<file path="config.mk">
export PLATFORM = sky130hd
export DESIGN_NAME = tcw_ctrl
export DESIGN_NICKNAME = d
export VERILOG_FILES = /design/src/rtl/tcw_pkg.sv /design/src/rtl/tcw_ctrl.sv
export SDC_FILE = /design/constraint.sdc
export NUM_CORES = 1
export LEC_CHECK = 0
export ABC_CLOCK_PERIOD_IN_PS = 3170
export BUFFER_PORTS_ARGS = -buffer_cell sky130_fd_sc_hd__clkbuf_2
export CORE_ASPECT_RATIO = 1.5
export CORE_MARGIN = 5
export CORE_UTILIZATION = 48
export DETAILED_ROUTE_END_ITERATION = 8
export PLACE_DENSITY = 0.74
export SYNTH_ARGS = -nofsm -noshare
export SYNTH_HDL_FRONTEND = slang
export SYNTH_SLANG_ARGS = --single-unit
export TNS_END_PERCENT = 20
</file>
<file path="constraint.sdc">
create_clock -name clk -period 3.17 [get_ports clk]
set_clock_uncertainty 0.05 [all_clocks]
set_input_delay 0.1585 -clock clk [delete_from_list [all_inputs] [get_ports clk]]
set_output_delay 0.1585 -clock clk [all_outputs]
set_load 0.05 [all_outputs]
</file>
<file path="src/rtl/tcw_pkg.sv">
package tcw_pkg;

  localparam int FUNC_W = 2;
  localparam int BYTE_W = 8;
  localparam int IDX_W  = 11;
  localparam int CELL_W = 16;

  localparam logic [FUNC_W-1:0] FN_PUT   = 2'd0;
  localparam logic [FUNC_W-1:0] FN_CLEAR = 2'd1;
  localparam logic [FUNC_W-1:0] FN_READ  = 2'd2;

  localparam logic [CELL_W-1:0] CHAR_ATTR  = 16'h0F00;
  localparam logic [CELL_W-1:0] GREEN_FILL = 16'hAA00;
  localparam logic [BYTE_W-1:0] NEWLINE    = 8'd10;
  localparam logic [BYTE_W-1:0] GREEN_SEL  = 8'd1;

  typedef struct packed {
    logic [FUNC_W-1:0] func;
    logic [BYTE_W-1:0] data_byte;
    logic [IDX_W-1:0]  read_index;
  } in_t;

  typedef struct packed {
    logic [CELL_W-1:0] read_cell;
    logic [IDX_W-1:0]  cursor_index;
    logic              scrolled;
  } out_t;

endpackage

</file>
<file path="src/rtl/tcw_ctrl.sv">
module tcw_ctrl #(
  parameter int COLUMNS = 80,
  parameter int ROWS    = 25,
  parameter int ADDR_W  = 11
) (
  input  logic                       clk,
  input  logic                       rst_n,
  input  logic                       start,
  input  tcw_pkg::in_t               in_item,
  output logic                       busy,
  output logic                       done,
  output tcw_pkg::out_t              res,
  output logic                       ram_we,
  output logic [ADDR_W-1:0]          ram_waddr,
  output logic [tcw_pkg::CELL_W-1:0] ram_wdata,
  output logic                       ram_re,
  output logic [ADDR_W-1:0]          ram_raddr,
  input  logic [tcw_pkg::CELL_W-1:0] ram_rdata
);
  import tcw_pkg::*;

  localparam int CELLS = COLUMNS * ROWS;
  localparam int CW    = $clog2(CELLS + 1);
  localparam int COLW  = $clog2(COLUMNS);

  localparam logic [ADDR_W-1:0] LAST_CELL = ADDR_W'(CELLS - 1);
  localparam logic [ADDR_W-1:0] LAST_DST  = ADDR_W'(CELLS - COLUMNS - 1);
  localparam logic [ADDR_W-1:0] ROW_STEP  = ADDR_W'(COLUMNS);
  localparam logic [CW-1:0]     PAST_END  = CW'(CELLS);
  localparam logic [CW-1:0]     LAST_ROW  = CW'(CELLS - COLUMNS);
  localparam logic [CW-1:0]     COLS_CW   = CW'(COLUMNS);
  localparam logic [COLW-1:0]   LAST_COL  = COLW'(COLUMNS - 1);

  localparam logic [2:0] S_INIT   = 3'd0;
  localparam logic [2:0] S_IDLE   = 3'd1;
  localparam logic [2:0] S_FILL   = 3'd2;
  localparam logic [2:0] S_READ   = 3'd3;
  localparam logic [2:0] S_SCROLL = 3'd4;
  localparam logic [2:0] S_DRAIN  = 3'd5;
  localparam logic [2:0] S_ZERO   = 3'd6;
  localparam logic [2:0] S_FINISH = 3'd7;

  logic [2:0]        state_r, state_nxt;
  logic [ADDR_W-1:0] addr_r, addr_nxt;
  logic [ADDR_W-1:0] wa_r, wa_nxt;
  logic              pend_r, pend_nxt;
  logic [CW-1:0]     cursor_r, cursor_nxt;
  logic [COLW-1:0]   col_r, col_nxt;
  logic [BYTE_W-1:0] data_r, data_nxt;
  logic [CELL_W-1:0] fill_r, fill_nxt;

  logic [BYTE_W-1:0] ch;
  logic              is_nl;
  logic [CW-1:0]     put_cursor;
  logic [COLW-1:0]   put_col;
  logic              do_put;

  assign ch    = (state_r == S_IDLE) ? in_item.data_byte : data_r;
  assign is_nl = (ch == NEWLINE);
  // newline: back to column zero, then one row down
  assign put_cursor = is_nl ? (cursor_r - CW'(col_r) + COLS_CW) : (cursor_r + 1'b1);
  assign put_col    = (is_nl || col_r == LAST_COL) ? '0 : (col_r + 1'b1);

  always_comb begin
    state_nxt  = state_r;
    addr_nxt   = addr_r;
    wa_nxt     = wa_r;
    pend_nxt   = pend_r;
    cursor_nxt = cursor_r;
    col_nxt    = col_r;
    data_nxt   = data_r;
    fill_nxt   = fill_r;
    ram_we     = 1'b0;
    ram_waddr  = addr_r;
    ram_wdata  = '0;
    ram_re     = 1'b0;
    ram_raddr  = addr_r + ROW_STEP;
    done       = 1'b0;
    do_put     = 1'b0;
    res        = '0;

    unique case (state_r) inside
      S_INIT, S_FILL: begin
        ram_we    = 1'b1;
        ram_wdata = (state_r == S_FILL) ? fill_r : '0;
        addr_nxt  = addr_r + 1'b1;
        if (addr_r == LAST_CELL) begin
          state_nxt = S_IDLE;
          if (state_r == S_FILL) begin
            done       = 1'b1;
            cursor_nxt = '0;
            col_nxt    = '0;
          end
        end
      end
      S_IDLE: begin
        if (start) begin
          case (in_item.func)
            FN_PUT: begin
              if (cursor_r == PAST_END) begin
                data_nxt   = in_item.data_byte;
                cursor_nxt = LAST_ROW;
                col_nxt    = '0;
                addr_nxt   = '0;
                pend_nxt   = 1'b0;
                state_nxt  = S_SCROLL;
              end else begin
                do_put = 1'b1;
                done   = 1'b1;
              end
            end
            FN_CLEAR: begin
              fill_nxt  = (in_item.data_byte == GREEN_SEL) ? GREEN_FILL : '0;
              addr_nxt  = '0;
              state_nxt = S_FILL;
            end
            FN_READ: begin
              if (32'(in_item.read_index) < CELLS) begin
                ram_re    = 1'b1;
                ram_raddr = ADDR_W'(in_item.read_index);
                state_nxt = S_READ;
              end else begin
                done = 1'b1;
              end
            end
            default: done = 1'b1;
          endcase
        end
      end
      S_READ: begin
        done          = 1'b1;
        res.read_cell = ram_rdata;
        state_nxt     = S_IDLE;
      end
      S_SCROLL: begin
        // read one row ahead, write back the word fetched last cycle
        ram_re    = 1'b1;
        ram_we    = pend_r;
        ram_waddr = wa_r;
        ram_wdata = ram_rdata;
        wa_nxt    = addr_r;
        pend_nxt  = 1'b1;
        addr_nxt  = addr_r + 1'b1;
        if (addr_r == LAST_DST) begin
          state_nxt = S_DRAIN;
        end
      end
      S_DRAIN: begin
        ram_we    = 1'b1;
        ram_waddr = wa_r;
        ram_wdata = ram_rdata;
        state_nxt = S_ZERO;
      end
      S_ZERO: begin
        ram_we   = 1'b1;
        addr_nxt = addr_r + 1'b1;
        if (addr_r == LAST_CELL) begin
          state_nxt = S_FINISH;
        end
      end
      S_FINISH: begin
        do_put       = 1'b1;
        done         = 1'b1;
        res.scrolled = 1'b1;
        state_nxt    = S_IDLE;
      end
      default: state_nxt = S_IDLE;
    endcase

    if (do_put) begin
      if (!is_nl) begin
        ram_we    = 1'b1;
        ram_waddr = cursor_r[ADDR_W-1:0];
        ram_wdata = CHAR_ATTR | {{(CELL_W-BYTE_W){1'b0}}, ch};
      end
      cursor_nxt = put_cursor;
      col_nxt    = put_col;
    end

    res.cursor_index = IDX_W'(cursor_nxt);
  end

  assign busy = (state_r != S_IDLE);

  always_ff @(posedge clk) begin
    if (!rst_n) begin
      state_r  <= S_INIT;
      addr_r   <= '0;
      pend_r   <= 1'b0;
      cursor_r <= '0;
      col_r    <= '0;
    end else begin
      state_r  <= state_nxt;
      addr_r   <= addr_nxt;
      pend_r   <= pend_nxt;
      cursor_r <= cursor_nxt;
      col_r    <= col_nxt;
    end
  end

  always_ff @(posedge clk) begin
    wa_r   <= wa_nxt;
    data_r <= data_nxt;
    fill_r <= fill_nxt;
  end

`ifndef ASSERT_OFF
  a_cursor_range: assert property (@(posedge clk) disable iff (!rst_n)
    cursor_r <= PAST_END)
    else $error("cursor beyond past-end position");

  a_col_range: assert property (@(posedge clk) disable iff (!rst_n)
    col_r <= LAST_COL)
    else $error("column tracker out of range");

  a_put_in_range: assert property (@(posedge clk) disable iff (!rst_n)
    do_put |-> cursor_r != PAST_END)
    else $error("character put while cursor past end");

  a_scroll_result: assert property (@(posedge clk) disable iff (!rst_n)
    (state_r == S_FINISH) |=> (cursor_r == LAST_ROW + COLS_CW || cursor_r == LAST_ROW + 1'b1))
    else $error("cursor after scroll not on last row");

  a_no_result_in_init: assert property (@(posedge clk) disable iff (!rst_n)
    (state_r == S_INIT) |-> !done)
    else $error("result during clearing pass");
`endif

endmodule

</file>
# After elaboration in Yosys (flattened, before gate mapping)
# Index checks and enable logic that the tools add are counted.
# W data, S select, Z words.
[totals]
input_bits = 40
output_inout_bits = 70
wordCells = 127
regBits = 68
[op_classes]
n_eq_ne = 31
add_sub_neg = 6
n_reduce_logical = 17
n_mux = 64
order_cmp = 1
[op_table]
columns = ["cell", "n"]
rows = [
  ["$mux W11", 16],
  ["$mux W16", 5],
  ["$pmux W11 S2", 3],
  ["$mux W7", 7],
  ["$eq A11 B11 Y1 const B", 3],
  ["$pmux W16 S2", 1],
  ["$add A11 B1 Y11 const B", 2],
  ["$add A11 B7 Y11 const B", 2],
  ["$mux W3", 6],
  ["$mux W1", 16],
  ["$ne A3 B3 Y1 const B", 5],
  ["$pmux W3 S5", 1],
  ["$pmux W7 S2", 1],
  ["$eq A3 B3 Y1 const B", 4],
  ["$reduce_and A4 Y1", 3],
  ["$lt A11 B11 Y1 const B", 1],
  ["$sub A11 B7 Y11", 1],
  ["$pmux W3 S3", 1],
  ["$eq A8 B1 Y1 const B", 1],
  ["$eq A8 B4 Y1 const B", 1],
  ["$mux W8", 1],
  ["$pmux W1 S2", 4],
  ["$reduce_or A4 Y1", 2],
  ["$add A7 B1 Y7 const B", 1],
  ["20 further kinds", 31],
]

# Logic depth before layout (Yosys ltp)
# Gate-level depths: netlist (run 1).
[logic_depth]
word_depth = 7
mapped_depth = 12

# Worst setup path before layout (run 1)
# OpenSTA, ideal clock, no wires.
[synth_path]
path_kind = "reg2reg"
startpoint = "register cursor_r[1]"
endpoint = "register cursor_r[7]"
stages_incl_launch_ff = 10
required_time_ns = 3.057
period_less_slack_ns = 3.158
slack_ns = 0.012
arrival_time_ns = 3.045
cell_sequence = "dfxtp_1 -> ha_1 -> ha_1 -> fa_1 -> a21o_1 -> a221oi_1 -> xnor2_1 -> nand2_1 -> a31oi_1 -> and2_1"
[synth_lines]
columns = ["element", "line", "text"]
rows = [
  ["start: declaration", "tcw_ctrl.sv:47", "logic [CW-1:0] cursor_r, cursor_nxt;"],
  ["start signal: assignment", "tcw_ctrl.sv:196", "cursor_r <= cursor_nxt;"],
]

==> flow_metrics.env, run 1 <==
export IMPL_multi_input_area_um2=2720
export IMPL_endpoint="res[8]"
export IMPL_layoutNonFillerInstCount=744
export IMPL_antenna_found_initial=0
export IMPL_hold_violations=0
export IMPL_p_int_uw=1100
export IMPL_drt_total_wl_mm=12.9
export IMPL_r2r_slack_ns=0.54
export IMPL_fp_row_count=42
export IMPL_layout_drive_gt1_share_pct=25.9
export IMPL_clock_fmax_mhz=325
export IMPL_drt_iter0_drc=325
export IMPL_synth_fa_ha_area_share_pct=9.06
export IMPL_timing_rr_end="cursor_r[5]$_SDFF_PN0_"
export IMPL_grt_max_degree=23
export IMPL_path_max_fanout=4
export IMPL_power_uw=1540
export IMPL_cts_made_buffers=5
export IMPL_cap_violations=0
export IMPL_hpwl_mm=10.0
export IMPL_cp_num_buf_inv=2
export IMPL_worstSetupStartpoint="col_r[1]$_SDFFE_PN0P_"
export IMPL_fin_nets=703
export IMPL_mappedNetlistNets=597
export IMPL_synthCells=527
export IMPL_seqPwrFrac_pct=47.6
export IMPL_dr_pass1_iters=5
export IMPL_synthFlopType="dfxtp_1"
export IMPL_crit_path_start_kind="register"
export IMPL_p_per_area_nw_per_um2=293
export IMPL_cp_depth=10
export IMPL_dp_cells=736
export IMPL_async_flop_share_pct=0
export IMPL_slowest_delay_ns=0.42
export IMPL_dpl_cell_area_um2=5060
export IMPL_synth_top_cell_area_share_pct=15.6
export IMPL_dieArea_um2=10800
export IMPL_fillers=794
export IMPL_p_sw_uw=441
export IMPL_wire_per_inst_um=17.3
export IMPL_clock_sinks=53
export IMPL_p_leak_uw=0.00230
export IMPL_synth_edf_count=20
export IMPL_grt_usage_pct=23.4
export IMPL_fin_area_um2=5260
export IMPL_yosys_warnings=0
export IMPL_synth_compound_area_share_pct=19.6
export IMPL_whs_ns=0.0134
export IMPL_critPathCaptureType="primary output"
export IMPL_final_common_cell="clkbuf_2"
export IMPL_swShare_pct=28.6
export IMPL_p_comb_share_pct=13.8
export IMPL_slew_violations=0
export IMPL_pwr_share_clk_pct=38.5
export IMPL_io_buffers=109
export IMPL_antenna_cells=0
export IMPL_vias_per_cell=5.98
export IMPL_drc=0
export IMPL_gp_congestion=0.932
export IMPL_regArea_um2=1260
export IMPL_final_cell_mix="96 x clkbuf_2, 58 x nand2_1, 46 x nor2_1"
export IMPL_cts_root_buffer="clkbuf_16"
export IMPL_r2r_start="cursor_r[1]$_SDFF_PN0_"
export IMPL_tightestPinTransition_ns=1.17
export IMPL_cts_tree="yes"
export IMPL_ir_drop_mv=0.619
export IMPL_grt_pass1_wl_mm=20.5
export IMPL_slew_headroom_pct=21.4
export IMPL_synth_distinct_cells=77
export IMPL_grt_overflow=0
export IMPL_synth_area_leaders="dfxtp_1 16%, edfxtp_1 14%, ha_1 8.6%"
export IMPL_syn_area_per_cell_um2=8.02
export IMPL_critPathKind="reg -> out"
export IMPL_r2r_cells=9
export IMPL_fin_util_pct=60.3
export IMPL_die_h_um=125
export IMPL_synth_seq_cells=53
export IMPL_cp_data_arrival_time_ns=2.87
export IMPL_io_pin_count=110
export IMPL_via_count=4449
export IMPL_crit_path_frequent_cell="ha_1"
export IMPL_finalCritPeriodShare_pct=97.1
export IMPL_synth_top_family_by_area="simple AND/OR/NAND/NOR gates"
export IMPL_setup_violations=0
export IMPL_start_util_pct=48.4
export IMPL_grt_pass1_vias=4342
export IMPL_crit_family="adder cells"
export IMPL_dieWidth_um=86.6
export IMPL_insertion_delay_ns=0.30
export IMPL_synth_largest_area_cell="dfxtp_1"
export IMPL_cts_max_path_buffers=2
export IMPL_status="finished, final reports clean"
export IMPL_muxShareOfSynthArea_pct=4.20
export IMPL_clkSlewWorstSetupHoldPaths_ns=0.08
export IMPL_hp_class="in -> reg"
export IMPL_period_minus_slack_ns=3.08
export IMPL_cts_setup_buffers=0
export IMPL_ys_seq_area_share_pct=29.8
export IMPL_synthToLayoutAreaGrowth_pct=24.4
export IMPL_yosys_area_share_simple_pct=27.3
export IMPL_antenna_left=0
export IMPL_htreeDepth=2
export IMPL_synth_xor_area_share_pct=3.52
export IMPL_path_cells="inv_1, ha_1, ha_1, fa_1, a21o_1, a221oi_4, xnor2_1, nand2_1, a31oi_1, buf_4"
export IMPL_synth_area_um2=4230
export IMPL_core_area_um2=8720
export IMPL_cp_slowest_cell="fa_1"
export IMPL_crit_required_ns=2.96
worst min-delay path by stage:
stage          depth (start not counted)                  end   startpoint  slack, ns
2_1_floorplan                          0  data_r[0]$_DFFE_PP_  in_item[11]       0.21
3_3_place_gp                           1  data_r[5]$_DFFE_PP_  in_item[16]       0.32
3_5_place_dp                           1  data_r[4]$_DFFE_PP_  in_item[15]       0.33
4_1_cts                                1  data_r[4]$_DFFE_PP_  in_item[15]      0.008
5_1_grt                                1  data_r[5]$_DFFE_PP_  in_item[16]       0.01
6_report                               1  data_r[5]$_DFFE_PP_  in_item[16]       0.01
registers in the layout, summed over array words and instances (netlist names):
name and count:
addr_r 11, col_r 7, cursor_r 11, data_r 8, fill_r 1, pend_r 1, state_r 3, wa_r 11
Yosys cell counts, drive strengths merged, types with 6 or more instances:
master,count
nand2,59
nor2,48
o21ai,35
dfxtp,33
inv,30
ha,29
a21oi,28
and2,28
nand3,23
a31oi,22
edfxtp,20
clkbuf,18
mux2i,11
nor3,11
and3,10
buf,10
xnor2,9
nand4,8
xor2,8
nand2b,7
a21o,6
mux2,6
final cells by class:
cell class,count,area share [%]
clock buffer,5,2.38
clock inverter,3,0.643
inverter,30,2.14
multi-input combinational,415,51.8
sequential,53,24.0
tap,110,2.62
timing repair buffer,128,16.4
routing by layer:
metal  vias up  wire (um)  global-route usage [%]
met5         -          0                       0
met4         0        437                    10.6
met3        44        803                    5.03
met2       185       6770                    41.8
met1      2119       4890                    25.8
li1       2101          -                       -
cells by family after synthesis:
family,after synthesis
AOI/OAI and AO/OA,129
xor gates and xnor gates,17
adders and majority gates,30
buffers and inverters,59
DFF,53
muxes,17
and+or+nand+nor,222
through the flow:
step	worst slack, ns	setup TNS [ns]
6_report	0.0918	0
5_1_grt	-0.0238	-0.0241
4_1_cts	0.0103	0
3_5_place_dp	0.248	0
3_3_place_gp	0.246	0
2_1_floorplan	0.0117	0
power groups by stage:
stage          clock, uW  combinational [uW]  sequential, uW
3_5_place_dp           0                 212             749
3_3_place_gp           0                 210             749
6_report             594                 214             734
4_1_cts              592                 214             734
2_1_floorplan          0                 118             745
5_1_grt              615                 227             737
repair_timing:
item	in CTS	in global routing
endpoints found under the setup margin	2	3
resized for setup	1	12
hold endpoints to repair	0	0
hold buffers	0	0
pin swaps	0	2
(Power assumes the default switching activity.)
==> inputs of run 2 (changes only) <==
CORE_ASPECT_RATIO = 0.9   (was 1.5)
==> run 2 against run 1 <==
Setup slack worse by 0.066 ns. Sequential power hardly changed. Count of clock-buffer cells in the layout is 1 higher. Critical endpoint is now res[10].
==> flow_metrics.env, run 2 (same netlist as run 1, synthesis figures left out) <==
export IMPL_htreeDepth=2
export IMPL_final_cell_mix="89 x clkbuf_2, 58 x nand2_1, 46 x nor2_1"
export IMPL_layout_drive_gt1_share_pct=25.7
export IMPL_insertion_delay_ns=0.31
export IMPL_tightestPinTransition_ns=1.20
export IMPL_status="finished, final reports clean"
export IMPL_whs_ns=0.0104
export IMPL_dr_pass1_iters=6
export IMPL_critPathKind="reg -> out"
export IMPL_synthToLayoutAreaGrowth_pct=25.6
export IMPL_wire_per_inst_um=16.5
export IMPL_drt_total_wl_mm=12.4
export IMPL_antenna_cells=0
export IMPL_cts_made_buffers=5
export IMPL_grt_usage_pct=22.4
export IMPL_grt_pass1_vias=4110
export IMPL_dieArea_um2=10800
export IMPL_crit_path_start_kind="register"
export IMPL_die_h_um=99.0
export IMPL_cts_max_path_buffers=2
export IMPL_core_area_um2=8570
export IMPL_r2r_slack_ns=0.57
export IMPL_p_leak_uw=0.00229
export IMPL_grt_setup_unrepaired="true"
export IMPL_clkSlewWorstSetupHoldPaths_ns=0.10
export IMPL_grt_max_degree=19
export IMPL_cap_violations=0
export IMPL_grt_pass1_wl_mm=19.7
export IMPL_drc=0
export IMPL_fin_nets=703
export IMPL_hpwl_mm=9.68
export IMPL_final_common_cell="clkbuf_2"
export IMPL_finalCritPeriodShare_pct=99.2
export IMPL_cp_data_arrival_time_ns=2.94
export IMPL_path_cells="inv_1, ha_1, inv_1, ha_1, fa_1, a21o_1, a221oi_2, o21ai_0, xor2_1, a21oi_1, nor2_1, clkbuf_4"
export IMPL_reg_top3="addr_r x11, cursor_r x11, wa_r x11"
export IMPL_cts_root_buffer="clkbuf_8"
export IMPL_hp_class="in -> reg"
export IMPL_critPathCaptureType="primary output"
export IMPL_fp_row_count=32
export IMPL_period_minus_slack_ns=3.14
export IMPL_antenna_left=0
export IMPL_setup_violations=0
export IMPL_dieWidth_um=109
export IMPL_hold_violations=0
export IMPL_clock_fmax_mhz=318
export IMPL_ir_drop_mv=0.335
export IMPL_grt_overflow=0
export IMPL_clock_sinks=53
export IMPL_via_count=4275
export IMPL_gp_congestion=0.956
export IMPL_cp_slowest_cell="dfxtp_1"
export IMPL_start_util_pct=49.3
export IMPL_antenna_found_initial=0
export IMPL_slew_violations=0
export IMPL_fin_area_um2=5310
export IMPL_slew_headroom_pct=19.5
export IMPL_path_max_fanout=9
export IMPL_vias_per_cell=5.68
export IMPL_drt_iter0_drc=285
export IMPL_io_buffers=109
export IMPL_dpl_cell_area_um2=5140
export IMPL_crit_required_ns=2.96
export IMPL_slowest_delay_ns=0.41
export IMPL_cts_tree="yes"
export IMPL_io_pin_count=110
export IMPL_p_per_area_nw_per_um2=270
-- run 2: cell types whose count changed in the layout (fill, tap and decap cells not counted), sizes merged --
cell | previous run | this run
buf | 32 | 37
bufinv | 0 | 1
dlygate4sd3 | 0 | 1
clkinv | 3 | 1
clkbuf | 101 | 96
-- run 2: routing by layer --
metal,part of all wire (%),vias up,wire length [um],track usage [%]
li1,-,2095,-,-
met1,43,1983,5380,28.0
met2,48,178,5990,39.7
met3,7.2,19,898,4.39
met4,1.4,0,173,4.95
met5,0,-,0,0
-- run 2: final timing paths --
kind                           from                     end  cells past startpoint
max          cursor_r[0]$_SDFF_PN0_                 res[10]                     12
min                     in_item[18]     data_r[7]$_DFFE_PP_                      1
max reg2reg  cursor_r[0]$_SDFF_PN0_  cursor_r[9]$_SDFF_PN0_                     11
min reg2reg  addr_r[4]$_SDFFE_PN0P_       wa_r[4]$_DFFE_PP_                      0
-- run 2: timing repair --
item,in CTS,in global routing
setup endpoints to repair,2,10
pin swaps,0,1
buffers inserted,0,2
endpoints found under the hold margin,1,0
hold buffers,1,0
resized for setup,3,8
-- run 2: through the flow --
stage	cells	util, %	TNS (ns)	setup WS (ns)	power [uW]
2_1_floorplan	527	-	0	0.0117	862
5_1_grt	753	61.9	-0.127	-0.127	1490
3_3_place_gp	742	60.0	0	0.277	959
4_1_cts	751	61.5	0	0.00849	1440
3_5_place_dp	742	60.0	0	0.208	964
6_report	753	61.9	0	0.0260	1430
-- run 2: worst max-delay path: cells and delay by family, from the launching register on --
kind	cells	cell delay [ns]
buf+inv	3	0.37
compound gates	4	0.85
flops	1	0.41
xor+xnor	1	0.17
fa+ha+maj	3	0.76
simple gates	1	0.06
-- run 2: cell type report --
class | instances | area (um^2)
tap | 119 | 149
sequential | 53 | 1260
fill | 776 | 3260
clock inverter | 2 | 38.8
multi-input combinational | 415 | 2710
timing repair buffer | 128 | 955
clock buffer | 6 | 72.6
inverter | 30 | 113
-- run 2: report_power, final --
group,total (uW),switching (uW),internal [uW]
clock,483,245,238
combinational,213,128,84.6
sequential,736,21.0,715
total,1430,394,1040
